<file path="src/design/stp_pkg.sv">
package stp_pkg;

  localparam logic [1:0] MODE_PROFILE = 2'd0;
  localparam logic [1:0] MODE_FIXED   = 2'd1;
  localparam logic [1:0] MODE_TICK    = 2'd2;
  localparam logic [1:0] MODE_STOP    = 2'd3;

  localparam logic CFG_RAMP_STEPS  = 1'b0;
  localparam logic CFG_TIMER_CLOCK = 1'b1;

  localparam logic [23:0] RAMP_RESET  = 24'd600;
  localparam logic [31:0] CLOCK_RESET = 32'd84000000;
  localparam logic [31:0] BASE_RESET  = 32'd5500;
  localparam logic [31:0] TOP_RESET   = 32'd11000;
  localparam logic [31:0] RELOAD_MIN  = 32'd2;
  localparam logic [31:0] RELOAD_MAX  = 32'hFFFF_FFFF;

  typedef enum logic [2:0] {
    CMD_NOP,
    CMD_PROFILE,
    CMD_FIXED,
    CMD_TICK,
    CMD_STOP
  } cmd_kind_t;

  // classified request, counts and rates already saturated and floored
  typedef struct packed {
    cmd_kind_t   kind;
    logic        fwd;
    logic [31:0] mag;
    logic [31:0] start;
    logic [31:0] peak;
  } cmd_t;

  typedef struct packed {
    logic        we;
    logic        index;
    logic [31:0] data;
  } cfg_wr_t;

  typedef struct packed {
    logic        start;
    logic [31:0] rem;
    logic [31:0] word;
    logic [5:0]  iters;
    logic [31:0] den;
  } div_req_t;

  typedef struct packed {
    logic        busy;
    logic        done;
    logic [31:0] quot;
  } div_rsp_t;

  typedef struct packed {
    logic [31:0] reload_count;
    logic [30:0] compare_count;
    logic [19:0] rate_hz;
    logic        direction;
    logic        moving;
    logic        move_done;
  } res_t;

  typedef enum logic [2:0] {
    ST_IDLE,
    ST_PSEL,
    ST_PMUL,
    ST_PDIV_GO,
    ST_PDIV,
    ST_TDIV_GO,
    ST_TDIV,
    ST_OUT
  } back_state_t;

endpackage

</file>
<file path="src/design/stp_div.sv">
module stp_div (
  input  logic               clk,
  input  logic               rst_n,
  input  stp_pkg::div_req_t  req,
  output stp_pkg::div_rsp_t  rsp
);

  logic [31:0] rem_r, rem_nxt;
  logic [31:0] word_r, word_nxt;
  logic [31:0] quot_r, quot_nxt;
  logic [31:0] den_r;
  logic [5:0]  cnt_r, cnt_nxt;
  logic        busy_r, busy_nxt;
  logic        done_r, done_nxt;
  logic [32:0] trial;
  logic        ge;

  // restoring division, one quotient bit per cycle, remainder kept below the divisor
  always_comb begin
    trial    = {rem_r, word_r[31]};
    ge       = trial >= {1'b0, den_r};
    rem_nxt  = rem_r;
    word_nxt = word_r;
    quot_nxt = quot_r;
    cnt_nxt  = cnt_r;
    busy_nxt = busy_r;
    done_nxt = 1'b0;
    if (req.start) begin
      rem_nxt  = req.rem;
      word_nxt = req.word;
      quot_nxt = '0;
      cnt_nxt  = req.iters;
      busy_nxt = 1'b1;
    end else if (busy_r) begin
      rem_nxt  = ge ? 32'(trial - {1'b0, den_r}) : trial[31:0];
      word_nxt = {word_r[30:0], 1'b0};
      quot_nxt = {quot_r[30:0], ge};
      cnt_nxt  = cnt_r - 6'd1;
      if (cnt_r == 6'd1) begin
        busy_nxt = 1'b0;
        done_nxt = 1'b1;
      end
    end
  end

  always_ff @(posedge clk) begin
    if (!rst_n) begin
      busy_r <= 1'b0;
      done_r <= 1'b0;
      cnt_r  <= '0;
    end else begin
      busy_r <= busy_nxt;
      done_r <= done_nxt;
      cnt_r  <= cnt_nxt;
    end
  end

  always_ff @(posedge clk) begin
    rem_r  <= rem_nxt;
    word_r <= word_nxt;
    quot_r <= quot_nxt;
    if (req.start) begin
      den_r <= req.den;
    end
  end

  assign rsp.busy = busy_r;
  assign rsp.done = done_r;
  assign rsp.quot = quot_r;

endmodule

</file>
<file path="src/design/stp_front.sv">
module stp_front #(
  parameter int COUNT_BITS = 24,
  parameter int RATE_BITS  = 20
) (
  input  logic                clk,
  input  logic                rst_n,
  input  logic                in_push,
  output logic                in_full,
  input  logic [1:0]          in_mode,
  input  logic signed [24:0]  in_step_count,
  input  logic [19:0]         in_start_rate_hz,
  input  logic [19:0]         in_peak_rate_hz,
  input  logic                cmd_pop,
  output logic                cmd_empty,
  output stp_pkg::cmd_t       cmd
);

  localparam logic [32:0] COUNT_MAX = (33'd1 << COUNT_BITS) - 33'd1;
  localparam logic [32:0] RATE_MAX  = (33'd1 << RATE_BITS) - 33'd1;

  logic [24:0]   raw;
  logic [25:0]   mag_full;
  logic [32:0]   mag_w, start_w, peak_w, start_f, peak_f;
  stp_pkg::cmd_t cmd_w;

  stp_pkg::cmd_t slot_r [2];
  logic          wr_ptr_r, rd_ptr_r;
  logic [1:0]    cnt_r;
  logic          push_ok, pop_ok;

  always_comb begin
    raw      = $unsigned(in_step_count);
    mag_full = raw[24] ? (26'h200_0000 - {1'b0, raw}) : {1'b0, raw};
    mag_w    = {7'b0, mag_full};
    if (mag_w > COUNT_MAX) begin
      mag_w = COUNT_MAX;
    end
    start_w = {13'b0, in_start_rate_hz};
    if (start_w > RATE_MAX) begin
      start_w = RATE_MAX;
    end
    peak_w = {13'b0, in_peak_rate_hz};
    if (peak_w > RATE_MAX) begin
      peak_w = RATE_MAX;
    end
    start_f = (start_w == '0) ? 33'd1 : start_w;
    peak_f  = (peak_w < start_f) ? start_f : peak_w;

    cmd_w.fwd   = !raw[24];
    cmd_w.mag   = mag_w[31:0];
    cmd_w.start = start_f[31:0];
    cmd_w.peak  = peak_f[31:0];
    unique case (in_mode)
      stp_pkg::MODE_PROFILE: begin
        cmd_w.kind = (mag_w != '0) ? stp_pkg::CMD_PROFILE : stp_pkg::CMD_NOP;
      end
      stp_pkg::MODE_FIXED: begin
        cmd_w.kind = (mag_w != '0) ? stp_pkg::CMD_FIXED : stp_pkg::CMD_NOP;
      end
      stp_pkg::MODE_TICK: begin
        cmd_w.kind = stp_pkg::CMD_TICK;
      end
      default: begin
        cmd_w.kind = stp_pkg::CMD_STOP;
      end
    endcase
  end

  // two-entry request queue toward the back end
  assign in_full   = (cnt_r == 2'd2);
  assign cmd_empty = (cnt_r == 2'd0);
  assign push_ok   = in_push && !in_full;
  assign pop_ok    = cmd_pop && !cmd_empty;
  assign cmd       = slot_r[rd_ptr_r];

  always_ff @(posedge clk) begin
    if (!rst_n) begin
      wr_ptr_r <= 1'b0;
      rd_ptr_r <= 1'b0;
      cnt_r    <= 2'd0;
    end else begin
      if (push_ok) begin
        wr_ptr_r <= !wr_ptr_r;
      end
      if (pop_ok) begin
        rd_ptr_r <= !rd_ptr_r;
      end
      if (push_ok && !pop_ok) begin
        cnt_r <= cnt_r + 2'd1;
      end else if (pop_ok && !push_ok) begin
        cnt_r <= cnt_r - 2'd1;
      end
    end
  end

  always_ff @(posedge clk) begin
    if (push_ok) begin
      slot_r[wr_ptr_r] <= cmd_w;
    end
  end

endmodule

</file>
<file path="src/design/stp_back.sv">
module stp_back #(
  parameter int COUNT_BITS = 24,
  parameter int RATE_BITS  = 20
) (
  input  logic              clk,
  input  logic              rst_n,
  input  stp_pkg::cfg_wr_t  cfg,
  input  logic              cmd_empty,
  input  stp_pkg::cmd_t     cmd,
  output logic              cmd_pop,
  input  logic              out_pop,
  output logic              out_empty,
  output stp_pkg::res_t     out_res
);

  localparam int PROD_W = RATE_BITS + COUNT_BITS;

  stp_pkg::back_state_t state_r, state_nxt;

  logic [23:0]           ramp_r;
  logic [31:0]           clock_r;
  logic [COUNT_BITS-1:0] steps_left_r, steps_taken_r, move_len_r;
  logic [RATE_BITS-1:0]  base_r, top_r, cur_r;
  logic                  running_r, fwd_r, done_r, halt_pend_r;
  logic                  out_valid_r;

  logic [COUNT_BITS-1:0] accel_r, n_r;
  logic [RATE_BITS-1:0]  span_r;
  logic [PROD_W-1:0]     prod_r;
  stp_pkg::res_t         out_r;

  logic [31:0]           ramp32, mlen32, accel32, reload;
  logic [COUNT_BITS-1:0] accel, ramp_down_at, left_dec;
  logic                  cond_up, cond_down, use_top, tick_live, slot_free, load_out;
  logic [RATE_BITS-1:0]  rate_eff, pdiv_rate;
  stp_pkg::div_req_t     div_req;
  stp_pkg::div_rsp_t     div_rsp;
  stp_pkg::res_t         res;

  stp_div u_div (
    .clk   (clk),
    .rst_n (rst_n),
    .req   (div_req),
    .rsp   (div_rsp)
  );

  // profile selection: ramp up, cruise, or ramp down
  always_comb begin
    tick_live    = running_r && (steps_left_r != '0);
    left_dec     = steps_left_r - COUNT_BITS'(1);
    ramp32       = {8'b0, ramp_r};
    mlen32       = 32'(move_len_r);
    accel32      = (ramp32 > mlen32) ? mlen32 : ramp32;
    accel        = accel32[COUNT_BITS-1:0];
    ramp_down_at = move_len_r - accel;
    cond_up      = steps_taken_r < accel;
    cond_down    = (steps_taken_r >= ramp_down_at) && (steps_left_r < accel);
    use_top      = !cond_up && !cond_down;
    pdiv_rate    = base_r + div_rsp.quot[RATE_BITS-1:0];
    rate_eff     = (cur_r == '0) ? RATE_BITS'(1) : cur_r;
    slot_free    = !out_valid_r || out_pop;
  end

  // timer reload from the quotient minus one, floored at RELOAD_MIN, wraps to all ones when the quotient is zero
  always_comb begin
    if (div_rsp.quot == '0) begin
      reload = stp_pkg::RELOAD_MAX;
    end else if (div_rsp.quot < 32'd3) begin
      reload = stp_pkg::RELOAD_MIN;
    end else begin
      reload = div_rsp.quot - 32'd1;
    end
    res.reload_count  = reload;
    res.compare_count = reload[31:1];
    res.rate_hz       = 20'(cur_r);
    res.direction     = fwd_r;
    res.moving        = running_r;
    res.move_done     = done_r;
  end

  always_comb begin
    state_nxt = state_r;
    unique case (state_r)
      stp_pkg::ST_IDLE: begin
        if (!cmd_empty) begin
          if (cmd.kind == stp_pkg::CMD_TICK && tick_live && move_len_r != '0) begin
            state_nxt = stp_pkg::ST_PSEL;
          end else begin
            state_nxt = stp_pkg::ST_TDIV_GO;
          end
        end
      end
      stp_pkg::ST_PSEL:    state_nxt = use_top ? stp_pkg::ST_TDIV_GO : stp_pkg::ST_PMUL;
      stp_pkg::ST_PMUL:    state_nxt = stp_pkg::ST_PDIV_GO;
      stp_pkg::ST_PDIV_GO: state_nxt = stp_pkg::ST_PDIV;
      stp_pkg::ST_PDIV: begin
        if (div_rsp.done) begin
          state_nxt = stp_pkg::ST_TDIV_GO;
        end
      end
      stp_pkg::ST_TDIV_GO: state_nxt = stp_pkg::ST_TDIV;
      stp_pkg::ST_TDIV: begin
        if (div_rsp.done) begin
          state_nxt = stp_pkg::ST_OUT;
        end
      end
      stp_pkg::ST_OUT: begin
        if (slot_free) begin
          state_nxt = stp_pkg::ST_IDLE;
        end
      end
      default: state_nxt = stp_pkg::ST_IDLE;
    endcase
  end

  always_comb begin
    cmd_pop       = (state_r == stp_pkg::ST_IDLE) && !cmd_empty;
    load_out      = (state_r == stp_pkg::ST_OUT) && slot_free;
    div_req.start = 1'b0;
    div_req.rem   = '0;
    div_req.word  = clock_r;
    div_req.iters = 6'd32;
    div_req.den   = 32'(rate_eff);
    unique case (state_r)
      stp_pkg::ST_PDIV_GO: begin
        // high part is already below the divisor, so only the rate bits remain
        div_req.start = 1'b1;
        div_req.rem   = 32'(prod_r >> RATE_BITS);
        div_req.word  = 32'(prod_r[RATE_BITS-1:0]) << (32 - RATE_BITS);
        div_req.iters = 6'(RATE_BITS);
        div_req.den   = 32'(accel_r);
      end
      stp_pkg::ST_TDIV_GO: begin
        div_req.start = 1'b1;
      end
      default: begin
        div_req.start = 1'b0;
      end
    endcase
  end

  always_ff @(posedge clk) begin
    if (!rst_n) begin
      state_r       <= stp_pkg::ST_IDLE;
      ramp_r        <= stp_pkg::RAMP_RESET;
      clock_r       <= stp_pkg::CLOCK_RESET;
      steps_left_r  <= '0;
      steps_taken_r <= '0;
      move_len_r    <= '0;
      base_r        <= RATE_BITS'(stp_pkg::BASE_RESET);
      top_r         <= RATE_BITS'(stp_pkg::TOP_RESET);
      cur_r         <= '0;
      running_r     <= 1'b0;
      fwd_r         <= 1'b1;
      done_r        <= 1'b0;
      halt_pend_r   <= 1'b0;
      out_valid_r   <= 1'b0;
    end else begin
      state_r <= state_nxt;
      if (cfg.we) begin
        case (cfg.index)
          stp_pkg::CFG_RAMP_STEPS:  ramp_r  <= cfg.data[23:0];
          stp_pkg::CFG_TIMER_CLOCK: clock_r <= cfg.data;
          default:                  clock_r <= clock_r;
        endcase
      end
      if (load_out) begin
        out_valid_r <= 1'b1;
      end else if (out_pop) begin
        out_valid_r <= 1'b0;
      end
      unique case (state_r)
        stp_pkg::ST_IDLE: begin
          if (cmd_pop) begin
            unique case (cmd.kind)
              stp_pkg::CMD_PROFILE: begin
                fwd_r         <= cmd.fwd;
                move_len_r    <= COUNT_BITS'(cmd.mag);
                steps_left_r  <= COUNT_BITS'(cmd.mag);
                steps_taken_r <= '0;
                base_r        <= RATE_BITS'(cmd.start);
                top_r         <= RATE_BITS'(cmd.peak);
                cur_r         <= RATE_BITS'(cmd.start);
                running_r     <= 1'b1;
                done_r        <= 1'b0;
                halt_pend_r   <= 1'b0;
              end
              stp_pkg::CMD_FIXED: begin
                fwd_r         <= cmd.fwd;
                move_len_r    <= '0;
                steps_left_r  <= COUNT_BITS'(cmd.mag);
                steps_taken_r <= '0;
                cur_r         <= RATE_BITS'(cmd.start);
                running_r     <= 1'b1;
                done_r        <= 1'b0;
                halt_pend_r   <= 1'b0;
              end
              stp_pkg::CMD_TICK: begin
                done_r      <= tick_live && (left_dec == '0);
                // halt waits until the profile rate has been computed
                halt_pend_r <= tick_live && (move_len_r != '0) && (left_dec == '0);
                if (tick_live) begin
                  steps_left_r <= left_dec;
                  if (move_len_r != '0) begin
                    steps_taken_r <= steps_taken_r + COUNT_BITS'(1);
                  end else if (left_dec == '0) begin
                    steps_taken_r <= '0;
                    running_r     <= 1'b0;
                  end
                end
              end
              stp_pkg::CMD_STOP: begin
                done_r        <= running_r;
                halt_pend_r   <= 1'b0;
                steps_left_r  <= '0;
                steps_taken_r <= '0;
                move_len_r    <= '0;
                running_r     <= 1'b0;
              end
              default: begin
                done_r      <= 1'b0;
                halt_pend_r <= 1'b0;
              end
            endcase
          end
        end
        stp_pkg::ST_PSEL: begin
          if (use_top) begin
            cur_r <= top_r;
            if (halt_pend_r) begin
              steps_left_r  <= '0;
              steps_taken_r <= '0;
              move_len_r    <= '0;
              running_r     <= 1'b0;
            end
          end
        end
        stp_pkg::ST_PDIV: begin
          if (div_rsp.done) begin
            cur_r <= pdiv_rate;
            if (halt_pend_r) begin
              steps_left_r  <= '0;
              steps_taken_r <= '0;
              move_len_r    <= '0;
              running_r     <= 1'b0;
            end
          end
        end
        default: begin
          cur_r <= cur_r;
        end
      endcase
    end
  end

  always_ff @(posedge clk) begin
    if (state_r == stp_pkg::ST_PSEL) begin
      accel_r <= accel;
      n_r     <= cond_up ? steps_taken_r : steps_left_r;
      span_r  <= top_r - base_r;
    end
    if (state_r == stp_pkg::ST_PMUL) begin
      prod_r <= PROD_W'(span_r) * PROD_W'(n_r);
    end
    if (load_out) begin
      out_r <= res;
    end
  end

  assign out_empty = !out_valid_r;
  assign out_res   = out_r;

endmodule

</file>
<file path="src/design/stepper_trapezoid_rate_profile.sv">
// Step-rate generator for one stepper axis with a trapezoidal profile.
// Input channel: drive in_mode and the move fields with in_push; a request is
// taken on a clock edge with in_push high and in_full low. A two-entry queue
// holds requests ahead of the rate engine.
// Result channel: while out_empty is low the oldest result sits on the out_
// ports; it is taken on an edge with out_pop high. A held result blocks only
// the next completion, the queue keeps taking requests until it fills.
// Every request gives exactly one result, in order.
// Every request passes through the timer division; a step tick in a running
// profile move first goes through the profile selection, and a tick in a ramp
// also adds a multiply and a ramp division over RATE_BITS quotient bits. The
// engine takes a new request only after the previous one has put its result
// in the output register; the single divider is shared by both divisions.
// Configuration: cfg_we with cfg_index 0 sets ramp_steps, 1 sets
// timer_clock_hz; write only while no request is in flight.
// Reset (rst_n low, synchronous): queue and result emptied, move state cleared,
// start/peak rates 5500/11000, ramp 600 steps, timer clock 84 MHz.
module stepper_trapezoid_rate_profile #(
  parameter int COUNT_BITS = 24,
  parameter int RATE_BITS  = 20
) (
  input  logic               clk,
  input  logic               rst_n,
  input  logic               in_push,
  output logic               in_full,
  input  logic [1:0]         in_mode,
  input  logic signed [24:0] in_step_count,
  input  logic [19:0]        in_start_rate_hz,
  input  logic [19:0]        in_peak_rate_hz,
  output logic               out_empty,
  input  logic               out_pop,
  output logic [31:0]        out_reload_count,
  output logic [30:0]        out_compare_count,
  output logic [19:0]        out_rate_hz,
  output logic               out_direction,
  output logic               out_moving,
  output logic               out_move_done,
  input  logic               cfg_we,
  input  logic               cfg_index,
  input  logic [31:0]        cfg_data
);

  stp_pkg::cmd_t    cmd;
  stp_pkg::cfg_wr_t cfg;
  stp_pkg::res_t    res;
  logic             cmd_pop, cmd_empty;

  assign cfg.we    = cfg_we;
  assign cfg.index = cfg_index;
  assign cfg.data  = cfg_data;

  stp_front #(
    .COUNT_BITS (COUNT_BITS),
    .RATE_BITS  (RATE_BITS)
  ) u_front (
    .clk              (clk),
    .rst_n            (rst_n),
    .in_push          (in_push),
    .in_full          (in_full),
    .in_mode          (in_mode),
    .in_step_count    (in_step_count),
    .in_start_rate_hz (in_start_rate_hz),
    .in_peak_rate_hz  (in_peak_rate_hz),
    .cmd_pop          (cmd_pop),
    .cmd_empty        (cmd_empty),
    .cmd              (cmd)
  );

  stp_back #(
    .COUNT_BITS (COUNT_BITS),
    .RATE_BITS  (RATE_BITS)
  ) u_back (
    .clk       (clk),
    .rst_n     (rst_n),
    .cfg       (cfg),
    .cmd_empty (cmd_empty),
    .cmd       (cmd),
    .cmd_pop   (cmd_pop),
    .out_pop   (out_pop),
    .out_empty (out_empty),
    .out_res   (res)
  );

  assign out_reload_count  = res.reload_count;
  assign out_compare_count = res.compare_count;
  assign out_rate_hz       = res.rate_hz;
  assign out_direction     = res.direction;
  assign out_moving        = res.moving;
  assign out_move_done     = res.move_done;

endmodule

</file>
<file path="config.mk">
export PLATFORM = sky130hd
export DESIGN_NAME = stepper_trapezoid_rate_profile
export DESIGN_NICKNAME = d
export VERILOG_FILES = /design/src/design/stp_pkg.sv /design/src/design/stp_div.sv /design/src/design/stp_front.sv /design/src/design/stp_back.sv /design/src/design/stepper_trapezoid_rate_profile.sv
export SDC_FILE = /design/constraint.sdc
export NUM_CORES = 2
export LEC_CHECK = 0
export BUFFER_PORTS_ARGS = -buffer_cell sky130_fd_sc_hd__buf_4
export CAP_MARGIN = 20
export CORE_UTILIZATION = 50
export CTS_CLUSTER_SIZE = 28
export DETAILED_ROUTE_END_ITERATION = 10
export PLACE_DENSITY_LB_ADDON = 0.25
export SYNTH_ARGS = -nofsm -noshare
export SYNTH_HDL_FRONTEND = slang
export SYNTH_SLANG_ARGS = --single-unit
</file>
<file path="constraint.sdc">
create_clock -name clk -period 8.2 [get_ports clk]
set_clock_uncertainty 0.2 [all_clocks]
set_input_delay 0.82 -clock clk [delete_from_list [all_inputs] [get_ports clk]]
set_output_delay 0.82 -clock clk [all_outputs]
set_load 0.05 [all_outputs]
</file>
==> reports/metrics.sh <==
TIMING.CRITICAL_PATH.MODE_CELL='fa_1'
LAYOUT.FILLER_CELLS=8584
UNREPAIRED_SETUP_ENDPOINTS_AFTER_GLOBAL_ROUTING='false'
FINALSETUPVIOLCOUNT=0
DIE_HEIGHT_UM=317
CTS-BUFFERS-INSERTED=74
CP_DATA_REQUIRED_TIME_PS=8400
YOSYSUNIQUECELLTYPES=87
NUMBER_OF_TOP_LEVEL_PINS=193
FINAL-MAX-SLEW-VIOLATION-COUNT=0
SYNTH-COMPOUND-AREA-SHARE=0.110
H-TREE-DEPTH=3
WORSTPATHMAXFANOUT=15
YOSYS.AREA_SHARE.XOR_XNOR=0.0339
MIN_PATH_TYPE='input pin to flop'
CTS_TREE='done'
CLOCK-ROOT-BUFFER='clkbuf_16'
FP.DIEW_UM=317
FIRST_GLOBAL_VIAS=37367
CLK_LATENCY_PS=660
GRT_START_MAX_NET_PINS=116
CRITICAL_PATH_ARRIVAL_PS=8130
ACHIEVABLE-FREQUENCY_MHz=126
DRT_ITER0_DRC=3134
WORST_SETUP_SP_TYPE='flop'
MAX_SLEW.WORST_PIN.SLEW_PS=1140
PATH_CLASS='flop to flop'
PORT_BUFFERS=192
SYN-NUM-NETS=6052
DRT_FIRST_PASS_ITERS=9
YS_TOP_CELLS_BY_AREA='edfxtp_1 24%, fa_1 16%, dfxtp_1 9.7%'
CTS_HOLD_BUF=0
TOTAL_HALF_PERIMETER_WIRELENGTH_AFTER_LEGALIZATION_AND_DETAILED_PLACEMENT_UM=113000
GLOBAL_ROUTE_WIRE_LENGTH_BEFORE_REPAIR_UM=220000
YOSYS.AREA_SHARE.SIMPLE=0.157
WORSTSETUPPATHDEPTH=23
WORST_HOLD_SLACK_PS=178
COREAREA_UM2=98300
POST_DRT_VIA_CELL_RATIO=5.71
NETLIST_INSTANCES=5202
GLOBALROUTETOTALUTIL=0.287
SYN_AVG_CELL_AREA_UM2=9.53
CPMAXSTAGEDELAYCELL='edfxtp_1'
WORSTREG2REGSTART='u_back.span_r[11]'
FF2FF_SETUP_SLACK_PS=270
SYNTH-SEQ-AREA-SHARE=0.334
ENDPOINT_KIND='flop'
FP.DIEAREA_UM2=100000
CLOCKBUFFERDEPTH=3
FINAL_HOLD_VIOL_COUNT=0
PATH_CLK_SLEW_PS=60
REG2REG_TO='u_back.prod_r[43]'
CRIT_BUF_INV=5
GRT_ANTENNA_BEFORE_REPAIR=4
NETLIST_AREA_UM2=49600
FIN_CRIT_SH=0.968
SYNTH_TOP_CELL_BY_AREA='edfxtp_1'
AREA_GROWTH_PCT=11.9
CP-STARTPOINT='u_back.span_r[11]'
DOMINANT_COMBINATIONAL_CELL_FAMILY_BY_AREA_AFTER_SYNTHESIS='adder cells'
ROW_COUNT=115
DRTANTENNAVIOLNETS=0
ROUTED_WIRE_LENGTH_PER_INSTANCE_UM=21.5
RUN_STATUS='finished, final reports clean'
SYNTH-SEQ-CELLS=632
LAYOUT_MIN_CYCLE_TIME_PS=7930
SYNTH.MUX.AREA_FRACTION=0.0454
LAYOUT-DRIVE-GT1-SHARE=0.109
CLOCK_SINKS=632
TIMING.SETUP.TNS_PS=0
ASYNC_FLOP_SHARE=0
FINALNETCOUNT=6206
SYNTH_FF_TYPE='edfxtp_1'
R2R.WORST_PATH.CELLS=23
SYNTH_WARNINGS=0
ROUTED_WL_UM=144000
CPLARGESTDELAYFAMILY='adder cells'
DR_TOTAL_VIAS=38273
PLACE_CONGESTION=0.981
ENDPOINT='u_back.prod_r[43]'
REMAINING_DRC_ERRORS=0
MAX-CAP-VIOLATIONS=0
PATH_CELLS='nand2_1, fa_1, inv_1, fa_1, inv_1, fa_1, inv_1, fa_1, inv_1, fa_1, inv_1, fa_1, fa_1, ha_1, nand4_1, o21ai_0, o21ai_1, a311oi_2, a41oi_1, a31o_2, o31ai_1, a21o_1, xnor2_1'
POST_SYNTH_FA_HA_MAJ_AREA_FRACTION=0.249
CP_SLOWEST_STAGE_DELAY_PS=790
FRACTION_OF_POST_SYNTHESIS_CELL_AREA_IN_THE_TOP_CELL_TYPE_BY_AREA=0.237
INITIAL_UTILIZATION=0.505
SYNTH_ENABLE_FLOP_CELLS=391
SLEW-LIMIT-HEADROOM=0.243
OVERFLOW=0
[stage by stage]
step	std cells	setup slack [ps]	instance area (um2)	utilization
floorplan	5202	818	49600	-
finish	6705	265	55500	0.565
global placement	6545	143	52800	0.537
global route	6704	9.67	55500	0.565
detailed placement	6545	83.2	52800	0.537
CTS	6682	44.1	55300	0.562
[layout by cell type (no fill, tap or decap), types with 24 or more instances in the layout]
| cell | Yosys | final |
|---|---|---|
| nand2_1 | 885 | 885 |
| inv_1 | 590 | 589 |
| fa_1 | 395 | 395 |
| edfxtp_1 | 391 | 391 |
| buf_4 | 34 | 368 |
| ha_1 | 350 | 350 |
| nor2_1 | 246 | 243 |
| dfxtp_1 | 241 | 239 |
| and2_1 | 180 | 180 |
| o21ai_0 | 180 | 179 |
| mux2i_1 | 172 | 172 |
| a21oi_1 | 155 | 154 |
| xnor2_1 | 113 | 113 |
| xor2_1 | 79 | 79 |
| clkbuf_16 | 0 | 74 |
| nand3_1 | 69 | 69 |
| a21o_1 | 61 | 61 |
| nor3_1 | 61 | 61 |
| a21boi_0 | 57 | 57 |
| o211ai_1 | 52 | 52 |
| nand2b_1 | 51 | 51 |
| mux2_2 | 44 | 44 |
| nor4_1 | 45 | 43 |
| nor2b_1 | 35 | 33 |
| a31oi_1 | 34 | 33 |
| and3_1 | 32 | 31 |
| nand4_1 | 30 | 30 |
| o21a_1 | 24 | 24 |
| a22oi_1 | 24 | 24 |
| o211a_1 | 24 | 24 |
[routing by layer]
metal	part of all wire	wire (um)	vias to the layer above	track usage
li1	-	-	17788	-
met1	0.44	62800	18868	0.399
met2	0.45	64500	1381	0.448
met3	0.083	12000	230	0.0596
met4	0.033	4770	6	0.0935
met5	0.00029	42	-	0
[synthesized netlist by cell type (35+ instances only)]
cell,instances
a21oi_1,155
nand2_1,885
nor2_1,246
dfxtp_1,241
ha_1,350
mux2i_1,172
fa_1,395
xor2_1,79
and2_1,180
o211ai_1,52
edfxtp_1,391
inv_1,590
nand2b_1,51
mux2_2,44
nor3_1,61
a21boi_0,57
a21o_1,61
nand3_1,69
nor2b_1,35
xnor2_1,113
nor4_1,45
o21ai_0,180
clkbuf_1,242
[cells by family after synthesis]
kind of cell    Yosys count
simple gates           1706
buf+inv                 895
compound gates          807
fa+ha+maj               751
flops                   632
mux                     219
xor+xnor                192
[state kept, by name (all words and copies together) (netlist names), 20 cells and up, named ones only]
| name | cells |
|---|---|
| u_back.top_r | 20 |
| u_back.base_r | 20 |
| u_back.cur_r | 20 |
| u_back.ramp_r | 24 |
| u_back.prod_r | 44 |
| u_back.accel_r | 24 |
| u_back.steps_left_r | 24 |
| u_back.u_div.quot_r | 32 |
| u_front.slot_r | 136 |
| u_back.u_div.word_r | 32 |
| u_back.u_div.den_r | 24 |
| u_back.out_res | 55 |
| u_back.n_r | 24 |
| u_back.move_len_r | 24 |
| u_back.steps_taken_r | 24 |
| u_back.u_div.rem_r | 32 |
| u_back.span_r | 20 |
| u_back.clock_r | 32 |
[worst min path at each step]
stage | start | endpoint | cells past startpoint
finish | in_start_rate_hz[2] | u_front.slot_r[0][34] | 1
global route | in_start_rate_hz[2] | u_front.slot_r[0][34] | 1
CTS | in_start_rate_hz[2] | u_front.slot_r[0][34] | 1
detailed placement | u_back.cur_r[0] | u_back.out_res[3] | 0
global placement | u_back.done_r | u_back.out_res[0] | 0
floorplan | u_back.done_r | u_back.out_res[0] | 0
[area by class of cell]
| class | instances | area (um2) | area share |
|---|---|---|---|
| Sequential cell | 632 | 16600 | 0.299 |
| Clock buffer | 93 | 1950 | 0.0352 |
| Multi-Input combinational cell | 3675 | 29600 | 0.533 |
| Tap cell | 1287 | 1610 | 0.0290 |
| Timing Repair Buffer | 380 | 2980 | 0.0536 |
| Clock inverter | 44 | 552 | 0.00994 |
| Antenna cell | 1 | 2.50 | 0.0000451 |
| Inverter | 593 | 2230 | 0.0401 |
[timing repair]
item                       CTS  global route
gates resized for setup      0             6
buffers inserted             0            19
setup endpoints to repair    0            99
hold endpoints to repair     0             0
Power is left out: the tool's default activity adds up to more than one toggle a clock period on the data nets, which glitch-free logic cannot reach.
